`src/rtl/cts_pkg.sv`:
```
// Shared types, constants and sign-pattern table for the clover-term site multiply.
package cts_pkg;

  localparam int DATA_W    = 32;   // stored operand width
  localparam int VALUE_W   = 32;   // result value width
  localparam int FRAC_W    = 24;   // default fraction bits
  localparam int ACC_W     = 72;   // exact sum of 72 signed 64-bit products
  localparam int MUL_W     = (((VALUE_W > DATA_W) ? VALUE_W : DATA_W) + 7) / 8 * 8;
  localparam int RND_W     = (ACC_W > 2 * MUL_W) ? ACC_W : 2 * MUL_W;

  localparam int NUM_MAT   = 6;
  localparam int MAT_SIZE  = 18;
  localparam int ROW_SIZE  = 6;
  localparam int SPIN_SIZE = 24;
  localparam int FADDR_W   = 7;
  localparam int SADDR_W   = 5;
  localparam logic [4:0] LAST_IDX = 5'd23;

  localparam logic [1:0] ACT_LOAD_FIELD = 2'd0;
  localparam logic [1:0] ACT_LOAD_SPIN  = 2'd1;
  localparam logic [1:0] ACT_COMPUTE    = 2'd2;

  localparam logic [1:0] REG_KAPPA = 2'd0;
  localparam logic [1:0] REG_CSW   = 2'd1;
  localparam logic [1:0] REG_BASIS = 2'd2;

  // [basis][out spin][matrix]: bits 1..0 source spin, bits 3..2 coefficient
  // (0: +1, 1: -1, 2: +i, 3: -i)
  localparam logic [3:0] PATTERN [0:1][0:3][0:5] = '{
    '{ '{4'd9,  4'd1, 4'd8,  4'd15, 4'd7, 4'd14},
       '{4'd8,  4'd4, 4'd13, 4'd14, 4'd2, 4'd11},
       '{4'd11, 4'd3, 4'd10, 4'd13, 4'd5, 4'd12},
       '{4'd10, 4'd6, 4'd15, 4'd12, 4'd0, 4'd9} },
    '{ '{4'd9,  4'd1, 4'd8,  4'd13, 4'd5, 4'd12},
       '{4'd8,  4'd4, 4'd13, 4'd12, 4'd0, 4'd9},
       '{4'd11, 4'd3, 4'd10, 4'd11, 4'd3, 4'd10},
       '{4'd10, 4'd6, 4'd15, 4'd10, 4'd6, 4'd15} }
  };

  typedef struct packed {
    logic [1:0]               action;
    logic [2:0]               tensor_select;
    logic [4:0]               element_index;
    logic signed [DATA_W-1:0] load_value;
  } in_t;

  typedef struct packed {
    logic [4:0]                out_index;
    logic signed [VALUE_W-1:0] out_value;
    logic                      saturated;
    logic                      last_of_site;
  } out_t;

  typedef struct packed {
    logic               wr_field;
    logic               wr_spin;
    logic [FADDR_W-1:0] f_addr;
    logic [SADDR_W-1:0] s_addr;
    logic               issue;
    logic               tgt;
    logic               neg;
    logic               acc_clr;
    logic               smul_start;
    logic               smul_out;
    logic               k_load;
    logic               t_load;
    logic               part;
    logic               emit;
    logic [4:0]         idx;
  } cmd_t;

  typedef struct packed {
    logic smul_done;
    logic basis;
  } sts_t;

endpackage

```
`src/rtl/cts_ctrl.sv`:
```
// Controller: accepts transactions and sequences the products of a compute.
module cts_ctrl (
  input  logic          clk,
  input  logic          rst_n,
  input  logic          start,
  input  cts_pkg::in_t  in_item,
  input  cts_pkg::sts_t sts,
  output logic          busy,
  output cts_pkg::cmd_t cmd
);

  typedef enum logic [2:0] {
    S_IDLE, S_KMUL, S_KWAIT, S_ACC, S_DRAIN, S_TRND, S_OMUL, S_OWAIT
  } state_t;

  state_t     state_r;
  logic [1:0] s_r, c_r, k_r, j_r;
  logic [2:0] m_r;
  logic       part_r, drn_r;

  logic [3:0] pat;
  logic [1:0] src, coef;
  logic       is_pr;

  always_comb begin
    pat   = cts_pkg::PATTERN[sts.basis][s_r][m_r];
    src   = pat[1:0];
    coef  = pat[3:2];
    is_pr = !j_r[1];

    cmd            = '0;
    cmd.part       = part_r;
    cmd.idx        = 5'(s_r * cts_pkg::ROW_SIZE + c_r * 2 + part_r);
    cmd.tgt        = is_pr ? coef[1] : !coef[1];
    cmd.neg        = is_pr ? (coef[0] ^ j_r[0]) : (coef[0] ^ coef[1]);
    if (state_r == S_IDLE) begin
      cmd.f_addr = cts_pkg::FADDR_W'(in_item.tensor_select * cts_pkg::MAT_SIZE
                                     + in_item.element_index);
      cmd.s_addr = in_item.element_index;
    end else begin
      cmd.f_addr = cts_pkg::FADDR_W'(m_r * cts_pkg::MAT_SIZE + c_r * cts_pkg::ROW_SIZE
                                     + k_r * 2 + j_r[0]);
      cmd.s_addr = cts_pkg::SADDR_W'(src * cts_pkg::ROW_SIZE + k_r * 2
                                     + (j_r[0] ^ j_r[1]));
    end

    unique case (state_r)
      S_IDLE: begin
        if (start) begin
          cmd.wr_field = (in_item.action == cts_pkg::ACT_LOAD_FIELD)
                         && (in_item.tensor_select < 3'(cts_pkg::NUM_MAT))
                         && (in_item.element_index < 5'(cts_pkg::MAT_SIZE));
          cmd.wr_spin  = (in_item.action == cts_pkg::ACT_LOAD_SPIN)
                         && (in_item.element_index < 5'(cts_pkg::SPIN_SIZE));
        end
      end
      S_KMUL:  cmd.smul_start = 1'b1;
      S_KWAIT: begin
        cmd.k_load  = sts.smul_done;
        cmd.acc_clr = sts.smul_done;
      end
      S_ACC:   cmd.issue = 1'b1;
      S_DRAIN: ;
      S_TRND:  cmd.t_load = 1'b1;
      S_OMUL: begin
        cmd.smul_start = 1'b1;
        cmd.smul_out   = 1'b1;
      end
      S_OWAIT: begin
        cmd.smul_out = 1'b1;
        cmd.emit     = sts.smul_done;
        cmd.acc_clr  = sts.smul_done & part_r;
      end
      default: ;
    endcase
  end

  assign busy = (state_r != S_IDLE);

  always_ff @(posedge clk) begin
    if (!rst_n) begin
      state_r <= S_IDLE;
      s_r     <= '0;
      c_r     <= '0;
      m_r     <= '0;
      k_r     <= '0;
      j_r     <= '0;
      part_r  <= 1'b0;
      drn_r   <= 1'b0;
    end else begin
      unique case (state_r)
        S_IDLE: begin
          if (start && in_item.action == cts_pkg::ACT_COMPUTE) state_r <= S_KMUL;
        end
        S_KMUL: state_r <= S_KWAIT;
        S_KWAIT: begin
          if (sts.smul_done) begin
            state_r <= S_ACC;
            s_r     <= '0;
            c_r     <= '0;
            m_r     <= '0;
            k_r     <= '0;
            j_r     <= '0;
            part_r  <= 1'b0;
          end
        end
        S_ACC: begin
          // advance product, then colour term, then matrix
          j_r <= j_r + 2'd1;
          if (j_r == 2'd3) begin
            if (k_r == 2'd2) begin
              k_r <= '0;
              if (m_r == 3'(cts_pkg::NUM_MAT - 1)) begin
                m_r     <= '0;
                drn_r   <= 1'b0;
                state_r <= S_DRAIN;
              end else begin
                m_r <= m_r + 3'd1;
              end
            end else begin
              k_r <= k_r + 2'd1;
            end
          end
        end
        S_DRAIN: begin
          drn_r <= 1'b1;
          if (drn_r) state_r <= S_TRND;
        end
        S_TRND: state_r <= S_OMUL;
        S_OMUL: state_r <= S_OWAIT;
        S_OWAIT: begin
          if (sts.smul_done) begin
            if (!part_r) begin
              part_r  <= 1'b1;
              state_r <= S_TRND;
            end else begin
              part_r <= 1'b0;
              if (c_r == 2'd2) begin
                c_r <= '0;
                if (s_r == 2'd3) begin
                  state_r <= S_IDLE;
                end else begin
                  s_r     <= s_r + 2'd1;
                  state_r <= S_ACC;
                end
              end else begin
                c_r     <= c_r + 2'd1;
                state_r <= S_ACC;
              end
            end
          end
        end
        default: state_r <= S_IDLE;
      endcase
    end
  end

endmodule

```
`config.mk`:
```
export PLATFORM = sky130hd
export DESIGN_NAME = cts_ctrl
export DESIGN_NICKNAME = d
export VERILOG_FILES = /design/src/rtl/cts_pkg.sv /design/src/rtl/cts_ctrl.sv
export SDC_FILE = /design/constraint.sdc
export NUM_CORES = 1
export LEC_CHECK = 0
export BUFFER_PORTS_ARGS = -buffer_cell sky130_fd_sc_hd__buf_2
export CORE_MARGIN = 2
export CORE_UTILIZATION = 45
export CTS_BUF_LIST = sky130_fd_sc_hd__clkbuf_16
export CTS_CLUSTER_SIZE = 30
export DETAILED_ROUTE_END_ITERATION = 16
export HOLD_SLACK_MARGIN = 0.15
export PLACE_DENSITY_LB_ADDON = 0.05
export REMOVE_ABC_BUFFERS = 1
export SLEW_MARGIN = 20
export SYNTH_ARGS = -nofsm -noshare
export SYNTH_HDL_FRONTEND = slang
export SYNTH_SLANG_ARGS = --single-unit
```
`constraint.sdc`:
```
create_clock -name clk -period 3 [get_ports clk]
set_clock_uncertainty 0.1 [all_clocks]
set_input_delay 0.3 -clock clk [delete_from_list [all_inputs] [get_ports clk]]
set_output_delay 0.3 -clock clk [all_outputs]
set_load 0.01 [all_outputs]
```
# ---- Word level (Yosys, flattened, before mapping)
# Cells that the tools add are included.
dict set report word_totals {
  in_bits 47
  output_inout_bits 30
  word_cells 143
  regBits 16
}
dict set report classes {
  reduce_logical 21
  n_eq_ne 24
  order_cmp 6
  bitwise 7
  muxes 59
  n_addsub 13
  n_mul 5
}
# operator count
set ops {}
lappend ops {{$mux W96} 2}
lappend ops {{$mux W82} 1}
lappend ops {{$bmux W24 S2} 1}
lappend ops {{$mux W24} 2}
lappend ops {{$mux W3} 13}
lappend ops {{$mux W2} 13}
lappend ops {{$pmux W3 S8} 1}
lappend ops {{$ne A2 B2 Y1 const B} 9}
lappend ops {{$pmux W2 S2} 4}
lappend ops {{$eq A3 B3 Y1 const B} 5}
lappend ops {{$add A7 B5 Y7} 2}
lappend ops {{$mux W1} 14}
lappend ops {{$bmux W4 S3} 1}
lappend ops {{$mul A2 B2 Y4 const B} 3}
lappend ops {{$mul A3 B4 Y6 const B} 2}
lappend ops {{$mux W12} 1}
lappend ops {{$reduce_and A4 Y1} 3}
lappend ops {{$add A5 B1 Y5} 2}
lappend ops {{$add A5 B3 Y5} 2}
lappend ops {{$eq A2 B2 Y1 const B} 5}
lappend ops {{$lt A5 B5 Y1 const B} 2}
lappend ops {{$add A2 B1 Y2 const B} 4}
lappend ops {{$mux W4} 2}
lappend ops {{$add A7 B1 Y7} 1}
lappend ops {{28 further kinds} 40}

# ---- Logic depth before layout (Yosys ltp)
# Gate-level depths: netlist of the first run.
dict set report depth {
  word_depth 14
  depth_mapped 12
  mapped_depth_nobuf 11
}

# ---- Least setup slack after synthesis of the first run
# No wires, ideal clock.
dict set report synth_timing {
  path_type {reg2out}
  from {register s_r[0]}
  to {output cmd[18] (netlist name)}
  path_buffers 1
  stages_incl_launch_ff 12
  required_time_ps 2600
  t_arrival_ps 2536
  setup_slack_ps 64
  path_cell_list {dfxtp_1 clkbuf_1 inv_1 ha_1 o21ai_0 a21oi_1 or2_2 ha_1 inv_1 fa_1 xor2_1 a21oi_1}
}
# element line
set synth_lines {}
lappend synth_lines {{start: declaration} cts_ctrl.sv:17} ;# logic [1:0] s_r, c_r, k_r, j_r;
lappend synth_lines {{start signal: assignment} cts_ctrl.sv:143} ;# s_r <= s_r + 2'd1;
lappend synth_lines {{end: declaration} cts_ctrl.sv:9} ;# output cts_pkg::cmd_t cmd

==> impl_results.md, run 1 <==
- Die area: 0.00495 mm2
- Standard-cell rows: 24
- Num CTS Buffers: 3
- R2R depth: 4
- Antenna cells: 0
- Clock power frac: 43.1%
- Worst Path Required: 2.60 ns
- M2 GR Usage: 31.1%
- Htree depth: 1
- RePlAce Congestion: 0.780
- Switching Fraction: 27.6%
- First-pass GRT wire length: 7690 um
- Root Driver: clkbuf_16
- CP Capture Type: output port
- F_max: 337 MHz
- Die Height: 70.4 um
- Final setup vio count: 0
- Grt met3 use: 3.32%
- GRT Util Overall: 18.8%
- Initial Util: 46.2%
- Post-Route WL: 4430 um
- Clk sink count: 16
- Fin crit share: 99.0%
- VDD IR max: 0.000232 V
- Num ports: 77
- Setup CP Type: reg2out
- Via count: 1819
- Area delta synth->final: 23.4%
- Post-synth EDFFs: 0
- Syn. warnings: 0
- Most Used Layer, Global Route: met2
- Gr ovfl total: 0
- First-pass iteration count of the detailed router: 4
- Seq/Total Area, Yosys: 16.2%
- Max Cap Viol: 0
- Primary FF master, synth: dfxtp_1
- Clk_lat worst skew: 0.25 ns
- Layout cell share with drive strength beyond 1: 31.0%
- LEAKAGE: 1.14 nW
- Pwr/cell area: 254 mW/mm2
- TritonCTS clock tree: done
- Seq cells post-synth: 16
- Outcome: finished, final reports clean
- Number of port buffers: 44
- # DRC: 0
- Ys async rst share: 0%
- DR iter-0 viols: 27
- DR WL/cell: 12.6 um
- Crit-path max FO: 2
- Post-Syn Area: 0.00198 mm2
- Most frequent cells in the layout: 44 x buf_2, 29 x nand2_1, 21 x ha_1
- Vias in the first global route: 1680
- Dpl cell area: 0.00227 mm2
- GRT met1 Usage: 25.9%
- Worst Hold Class: in2reg
- Data arrival, critical path: 2.57 ns
- Worst-Margin Slew: 0.547 ns
- Final Power: 0.621 mW
- Commonest non-fill, non-tap cell in the layout: buf_2
- Fin. max-slew vios: 0
- Die X: 70.4 um
- Largest net degree at the start of global routing: 23
- Layout net count: 381
- Post-layout util: 56.9%
- CP startpoint kind: flip-flop
- Post-DP HPWL: 3470 um
- Final Hold Viols: 0
- Clock Pin Slew Worst Setup and Hold Paths: 0.05 ns
- P_sw: 0.172 mW
- Syn avg cell area: 7.74 um2
- Final ANT Viol Nets: 0
- Final Critical Period: 2.97 ns
- Design Area, Final: 0.00244 mm2
- Max-slew headroom: 63.0%
- Int Pwr: 0.450 mW
- Comb power frac: 22.1%
- Core area: 0.00429 mm2
- Hold Path Depth: 2
- Via density: 5.17
- Max Root-Sink Buffers: 2
- Cts hold-fix bufs: 0
- Initial antenna violation count: 0
- RSZ-0062 raised after global routing: true
- Synth Instances: 256
- Flop pwr share: 34.8%
- Netlist cell types: 50
[cells in the mapped netlist, types with 3 or more instances]
library cell  instances  area [um2]
nand3_1              10        50.1
xnor2_1               8        70.1
dfxtp_1              16         320
nor2b_1              10        62.6
clkbuf_1              8        30.0
mux2i_1               7        70.1
nand2_1              29         109
ha_1                 27         338
buf_4                 3        22.5
nand2b_1              9        56.3
a21oi_1              20         100
xor2_1                4        35.0
o22ai_1               4        25.0
nor2_1               17        63.8
a21boi_0              4        30.0
o21ai_0              12        60.1
a21o_1                3        22.5
fa_1                  6         120
buf_2                 4        20.0
inv_1                18        67.6
[through the flow]
step | setup slack, ns | instances | hold slack [ns] | setup TNS (ns)
after floorplan | 0.149 | 241 | 0.328 | 0
after global placement | 0.142 | 347 | 0.437 | 0
final | 0.0306 | 352 | 0.372 | 0
after CTS | -0.0144 | 351 | 0.372 | -0.0144
after detailed placement | 0.145 | 347 | 0.444 | 0
after global routing | -0.0720 | 352 | 0.394 | -0.0720
[power groups by stage]
stage	Combinational [mW]	Clock [mW]	Sequential (mW)
after global placement	0.136	0	0.222
after CTS	0.138	0.279	0.217
after detailed placement	0.137	0	0.222
after floorplan	0.0800	0	0.222
after global routing	0.155	0.285	0.216
final	0.137	0.268	0.216
[state kept, by name, summed over array words and instances, names as in the netlist]
name and count:
m_r 3, state_r 3, c_r 2, j_r 2, k_r 2, s_r 2, drn_r 1, part_r 1
[critical path, stage by stage (launching register included)]
cell	delay, ns
dfxtp_2	0.33
inv_2	0.05
ha_4	0.23
fa_1	0.51
ha_2	0.18
inv_2	0.04
fa_2	0.33
nand2b_4	0.15
a21oi_2	0.14
xnor2_1	0.13
mux2i_1	0.09
buf_2	0.15
[metal layers]
layer  routed length, um  up-vias
met1                2100      820
met5                   0        -
met2                2120       27
met3                 175        5
met4                  37        0
li1                    -      967
[cells by family after synthesis]
kind of cell | share of synthesized area (%)
buf+inv | 7.26
mux | 4.67
xor+xnor | 5.30
fa+ha+maj | 23.1
compound gates | 18.6
simple gates | 24.9
flops | 16.2
[timing repair]
| item | 4_1_cts | 5_1_grt |
|---|---|---|
| setup endpoints to repair | 4 | 4 |
| gates resized for setup | 13 | 14 |
| setup buffers | 0 | 1 |
| pin swaps | 1 | 7 |
[path summary, 6_finish.rpt]
path | from | to | slack, ns
setup / recovery | c_r[0] | cmd[26] | 0.03
hold / removal | rst_n | state_r[2] | 0.37
setup reg to reg | state_r[1] | m_r[1] | 1.00
hold reg to reg | s_r[1] | s_r[1] | 0.41
[cell type report]
class	instances	area (um2)
Fill cell	432	1850
Multi-Input combinational cell	206	1600
Sequential cell	16	329
Timing Repair Buffer	55	303
Clock buffer	3	75.1
Inverter	19	71.3
Tap cell	52	65.1
Clock inverter	1	3.75
(Power assumes the default switching activity.)
==> run 2: changes to the inputs <==
--- a/config.mk
+++ b/config.mk
@@ -5,6 +5,7 @@
 export SDC_FILE = /design/constraint.sdc
 export NUM_CORES = 1
 export LEC_CHECK = 0
+export ABC_AREA = 1
 export BUFFER_PORTS_ARGS = -buffer_cell sky130_fd_sc_hd__buf_2
 export CORE_MARGIN = 2
 export CORE_UTILIZATION = 45
==> impl_results.md, run 2 <==
- Antenna cells: 0
- Comb power frac: 60.6%
- RSZ-0062 raised after global routing: true
- Syn avg cell area: 6.65 um2
- Worst Path Required: 2.60 ns
- Root Driver: clkbuf_16
- Most used cell, CP: ha_1
- Worst-Margin Slew: 0.410 ns
- Netlist cell types: 38
- Synth Instances: 302
- Syn. warnings: 0
- Most frequent cells in the layout: 71 x nand2_1, 44 x buf_2, 37 x inv_1
- Top Registers: m_r (3), state_r (3)
- CP startpoint kind: flip-flop
- Metal-1 WL: 2530 um
- Inst Count DP: 397
- Hold Path Depth: 3
- GRT Util Overall: 20.7%
- Core area: 0.00432 mm2
- Final Critical Period: 2.90 ns
- Num ports: 77
- Synth area leader: ha_1
- Htree depth: 1
- Final Hold Viols: 0
- F_max: 345 MHz
- Share of the synthesized area in the top cell type: 16.8%
- Crit path max-delay family: adder cells
- Standard-cell rows: 24
- P_sw: 0.687 mW
- Most frequent cell after synthesis: nand2_1
- Crit-path cells: ha_1, mux2_2, o22ai_4, ha_4, ha_1, nand3_1, nand2_1, xnor2_1, o21ai_0, buf_2
- VDD IR max: 0.000235 V
- Die Height: 70.8 um
- Crit-path max FO: 5
- R2R depth: 6
- Initial antenna violation count: 0
- Fin crit share: 96.6%
- Clk sink count: 16
- Via count: 2030
- # DRC: 0
- Final ANT Viol Nets: 0
- Slowest stage delay, CP: 0.36 ns
- Final Power: 1.45 mW
- First-pass iteration count of the detailed router: 4
- Worst Hold Class: in2reg
- Non-filler instance count after layout: 403
- Die area: 0.00501 mm2
- Setup TNS: 0 ns
- Worst hold start: rst_n
- Layout cell share with drive strength beyond 1: 27.4%
- CP Capture Type: output port
- Via density: 5.04
- Seq/Total Area, Yosys: 16.0%
- LEAKAGE: 1.27 nW
- Clock power frac: 18.6%
- RePlAce Congestion: 0.882
- Endpoint, Worst Hold: s_r[1]
- Clk_lat worst skew: 0.25 ns
- Seq cells post-synth: 16
- Max-slew headroom: 72.6%
- Commonest cells post-synth: 74 x nand2_1, 43 x inv_1, 27 x ha_1
- DR WL met2: 2190 um
- Die X: 70.8 um
- Commonest non-fill, non-tap cell in the layout: nand2_1
- Largest net degree at the start of global routing: 17
- RR Startpoint: state_r[0]
- Switching Fraction: 47.4%
- Setup CP Type: reg2out
- Post-synth EDFFs: 0
- DR iter-0 viols: 104
- Final setup vio count: 0
- Post-Route WL: 4940 um
- R2r endpoint: k_r[0]
- Max Root-Sink Buffers: 2
- Initial Util: 46.4%
- Data arrival, critical path: 2.50 ns
- Num CTS Buffers: 3
- TritonCTS clock tree: done
- Outcome: finished, final reports clean
- First-pass GRT wire length: 8540 um
- Slowest-stage cell, CP: dfxtp_4
- Clock Pin Slew Worst Setup and Hold Paths: 0.05 ns
- DR WL/cell: 12.3 um
- CP Buf/Inv Count: 1
- Ys async rst share: 0%
- Top sig layer: met4
- Post-DP HPWL: 3900 um
- Layout net count: 432
- Vias in the first global route: 1851
- Flop pwr share: 20.7%
- Fin. max-slew vios: 0
- Hold_ws: 0.289 ns
- Synth area leaders: ha_1 17%, dfxtp_1 16%, nand2_1 14%
- Primary FF master, synth: dfxtp_1
- Cts hold-fix bufs: 0
- Int Pwr: 0.763 mW
- Gr ovfl total: 0
- Area delta synth->final: 22.3%
- Pwr/cell area: 591 mW/mm2
- Number of port buffers: 44
- Max Cap Viol: 0
- FF-to-FF setup slack: 1.31 ns
- Wire length on met3: 204 um
- Post-Syn Area: 0.00201 mm2
## run 2: repair_timing
action / 4_1_cts / 5_1_grt
gates cloned: 0 / 0
pin swaps: 1 / 3
gates resized for setup: 5 / 20
endpoints found under the hold margin: 0 / 0
buffers inserted: 0 / 2
setup endpoints to repair: 3 / 4
## run 2: tightest hold or removal path, cell delays in order
cell and delay (ns):
buf_2 0.18, nand2_1 0.09, nor2_1 0.03
## run 2: how the worst max path moves through the flow
stage | cells past startpoint | slack (ns) | from | to
2_1_floorplan | 12 | 0.18 | c_r[1] | cmd[26]
3_3_place_gp | 13 | 0.18 | c_r[0] | cmd[26]
3_5_place_dp | 13 | 0.17 | c_r[1] | cmd[26]
4_1_cts | 13 | 0.004 | c_r[0] | cmd[26]
5_1_grt | 12 | -0.05 | m_r[2] | cmd[18]
6_report | 10 | 0.10 | s_r[1] | cmd[19]
## run 2: power by group through the flow
stage	Combinational, mW	Clock, mW	Sequential, mW
floorplan	0.555	0	0.296
global placement	0.840	0	0.300
detailed placement	0.848	0	0.302
CTS	0.854	0.274	0.298
global route	1.00	0.282	0.309
finish	0.879	0.270	0.301
## run 2: per-layer routing
layer / vias to the layer above / global-route usage, %
met5: - / 0
met4: 0 / 2.94
met3: 2 / 3.85
met2: 43 / 33.1
met1: 905 / 29.8
li1: 1080 / -
## run 2: per-stage QoR
| stage | instance area (um2) | util [%] | worst slack [ns] |
|---|---|---|---|
| floorplan | 1950 | - | 0.178 |
| global placement | 2290 | 52.9 | 0.184 |
| detailed placement | 2290 | 52.9 | 0.173 |
| CTS | 2380 | 55.1 | 0.00430 |
| global route | 2450 | 56.7 | -0.0537 |
| finish | 2450 | 56.7 | 0.101 |
## run 2: cell type report
class,instances,area [um2]
multi-input cells,232,1520
clock inverters,1,3.75
inverters,46,173
well taps,52,65.1
fillers,450,1870
clock buffers,3,75.1
repair buffers,53,288
flip-flops and latches,16,333
## run 2: cell families after synthesis
kind of cell	Yosys count	share of synthesized area, %
DFF	16	16.0
buffers and inverters	54	11.4
and+or+nand+nor	140	31.7
muxes	1	0.561
xor gates and xnor gates	7	3.05
AOI/OAI and AO/OA	51	14.5
adders and majority gates	33	22.8
==> run 3: changes to the inputs <==
--- a/config.mk
+++ b/config.mk
@@ -14,7 +14,6 @@
 export DETAILED_ROUTE_END_ITERATION = 16
 export HOLD_SLACK_MARGIN = 0.15
 export PLACE_DENSITY_LB_ADDON = 0.05
-export REMOVE_ABC_BUFFERS = 1
 export SLEW_MARGIN = 20
 export SYNTH_ARGS = -nofsm -noshare
 export SYNTH_HDL_FRONTEND = slang
==> impl_results.md, run 3 (same netlist as run 2, synthesis figures left out) <==
- P_sw: 0.682 mW
- Layout cell share with drive strength beyond 1: 26.6%
- LEAKAGE: 1.26 nW
- Slowest stage delay, CP: 0.48 ns
- Clk sink count: 16
- Most frequent cells in the layout: 73 x nand2_1, 44 x buf_2, 38 x inv_1
- R2R depth: 8
- Initial Util: 46.4%
- Max Root-Sink Buffers: 2
- First-pass iteration count of the detailed router: 4
- Crit-path max FO: 2
- VDD IR max: 0.000235 V
- Htree depth: 1
- Antenna cells: 0
- Largest net degree at the start of global routing: 17
- Int Pwr: 0.755 mW
- Switching Fraction: 47.5%
- RR Startpoint: state_r[2]
- Crit-path cells: inv_2, ha_4, fa_1, ha_2, inv_2, fa_2, inv_2, nand2_2, nand2_1, a21o_1, nor2_1, o21ai_1, buf_2
- Fill count: 450
- Post-DP HPWL: 3970 um
- RePlAce Congestion: 0.850
- Commonest non-fill, non-tap cell in the layout: nand2_1
- First-pass GRT wire length: 8400 um
- Num ports: 77
- CP Capture Type: output port
- Data arrival, critical path: 2.49 ns
- Clk_lat worst skew: 0.25 ns
- Clock Pin Slew Worst Setup and Hold Paths: 0.05 ns
- Root Driver: clkbuf_16
- RSZ-0062 raised after global routing: true
- F_max: 346 MHz
- Dpl cell area: 0.00229 mm2
- Final Power: 1.44 mW
- Final setup vio count: 0
- Die X: 70.8 um
- GRT Util Overall: 20.4%
- Worst Hold Class: in2reg
- Final Critical Period: 2.89 ns
- FF-to-FF setup slack: 1.32 ns
- Post-Route WL: 4810 um
- Via count: 2024
- Syn nets: 382
- Vias in the first global route: 1798
- Setup CP Type: reg2out
- Die area: 0.00501 mm2
- TritonCTS clock tree: done
- Design Area, Final: 0.00245 mm2
- Gr ovfl total: 0
- Most used cell, CP: inv_2
- Num CTS Buffers: 3
- Worst-Margin Slew: 0.425 ns
- Hold_ws: 0.296 ns
- Top Registers: m_r (3), state_r (3)
- DR iter-0 viols: 97
- Worst Path Required: 2.60 ns
- Final Hold Viols: 0
- Endpoint, Worst Hold: s_r[1]
- Non-filler instance count after layout: 402
- Area delta synth->final: 21.9%
- Pwr/cell area: 587 mW/mm2
- Hold Path Depth: 3
- Max Cap Viol: 0
- Fin. max-slew vios: 0
- Worst hold start: rst_n
- Final ANT Viol Nets: 0
- Clock power frac: 18.5%
- Outcome: finished, final reports clean
- Inst Count DP: 397
- DR WL/cell: 12.0 um
- Initial antenna violation count: 0
- CP Buf/Inv Count: 4
- Max-slew headroom: 71.4%
- Via density: 5.03
- Flop pwr share: 20.7%
- # DRC: 0
- CP startpoint kind: flip-flop
- Die Height: 70.8 um
- Standard-cell rows: 24
- Core area: 0.00432 mm2
- Layout net count: 431
- Crit path max-delay family: adder cells
- Fin crit share: 96.5%
- R2r endpoint: state_r[2]
- Number of port buffers: 44
- Comb power frac: 60.8%
- Slowest-stage cell, CP: fa_1
## run 3: cell types whose count changed in the layout (fill, tap and decap cells not counted)
cell and change:
o21ai_1 +1, nor2_2 +1, dfxtp_4 +1, inv_2 -1, buf_4 -1, nand2_2 -2
nand2_1 +2, nor2_1 -1, inv_1 +1, dfxtp_2 -1, o21ai_0 -1
## run 3: worst max path at each step
stage	start	end	slack [ns]	cells after the start
2_1_floorplan	c_r[1]	cmd[26]	0.19	12
3_3_place_gp	c_r[0]	cmd[26]	0.19	13
3_5_place_dp	s_r[1]	cmd[18]	0.16	12
4_1_cts	s_r[1]	cmd[18]	0.007	12
5_1_grt	c_r[0]	cmd[26]	-0.03	14
6_report	c_r[0]	cmd[26]	0.11	13
## run 3: per-layer routing
| metal | global-route usage (%) | wire [um] | share of wire [%] |
|---|---|---|---|
| met1 | 31.2 | 2480 | 52 |
| met2 | 30.2 | 2140 | 45 |
| met3 | 3.70 | 174 | 3.6 |
| met4 | 3.14 | 13 | 0.27 |
| met5 | 0 | 0 | 0 |
## run 3: through the flow
step / setup WS, ns / util [%] / TNS (ns)
global placement: 0.191 / 52.9 / 0
finish: 0.106 / 56.6 / 0
floorplan: 0.186 / - / 0
detailed placement: 0.163 / 52.9 / 0
global route: -0.0337 / 56.6 / -0.0448
CTS: 0.00747 / 55.3 / 0
## run 3: cell type report
| type | count | area, um2 | area share (%) |
|---|---|---|---|
| multi-input combinational | 232 | 1510 | 61.9 |
| clock buffer | 3 | 75.1 | 3.07 |
| clock inverter | 1 | 3.75 | 0.153 |
| inverter | 46 | 173 | 7.06 |
| timing repair buffer | 52 | 280 | 11.5 |
| tap | 52 | 65.1 | 2.66 |
| sequential | 16 | 335 | 13.7 |
## run 3: worst register-to-register path, delay by kind of cell (launching register included)
kind	cells	cell delay (ns)
simple gates	5	0.54
compound gates	1	0.06
flops	1	0.52
buf+inv	2	0.34
## run 3: repair_timing
item | in CTS | in global routing
buffers inserted | 0 | 1
pin swaps | 0 | 4
resized for setup | 7 | 18
hold buffers | 0 | 0
endpoints found under the setup margin | 4 | 4
## run 3: power groups by stage
stage / Combinational (mW) / Clock [mW] / Sequential, mW
finish: 0.873 / 0.266 / 0.298
global placement: 0.843 / 0 / 0.302
CTS: 0.866 / 0.274 / 0.297
global route: 1.00 / 0.283 / 0.306
detailed placement: 0.853 / 0 / 0.301
floorplan: 0.593 / 0 / 0.291
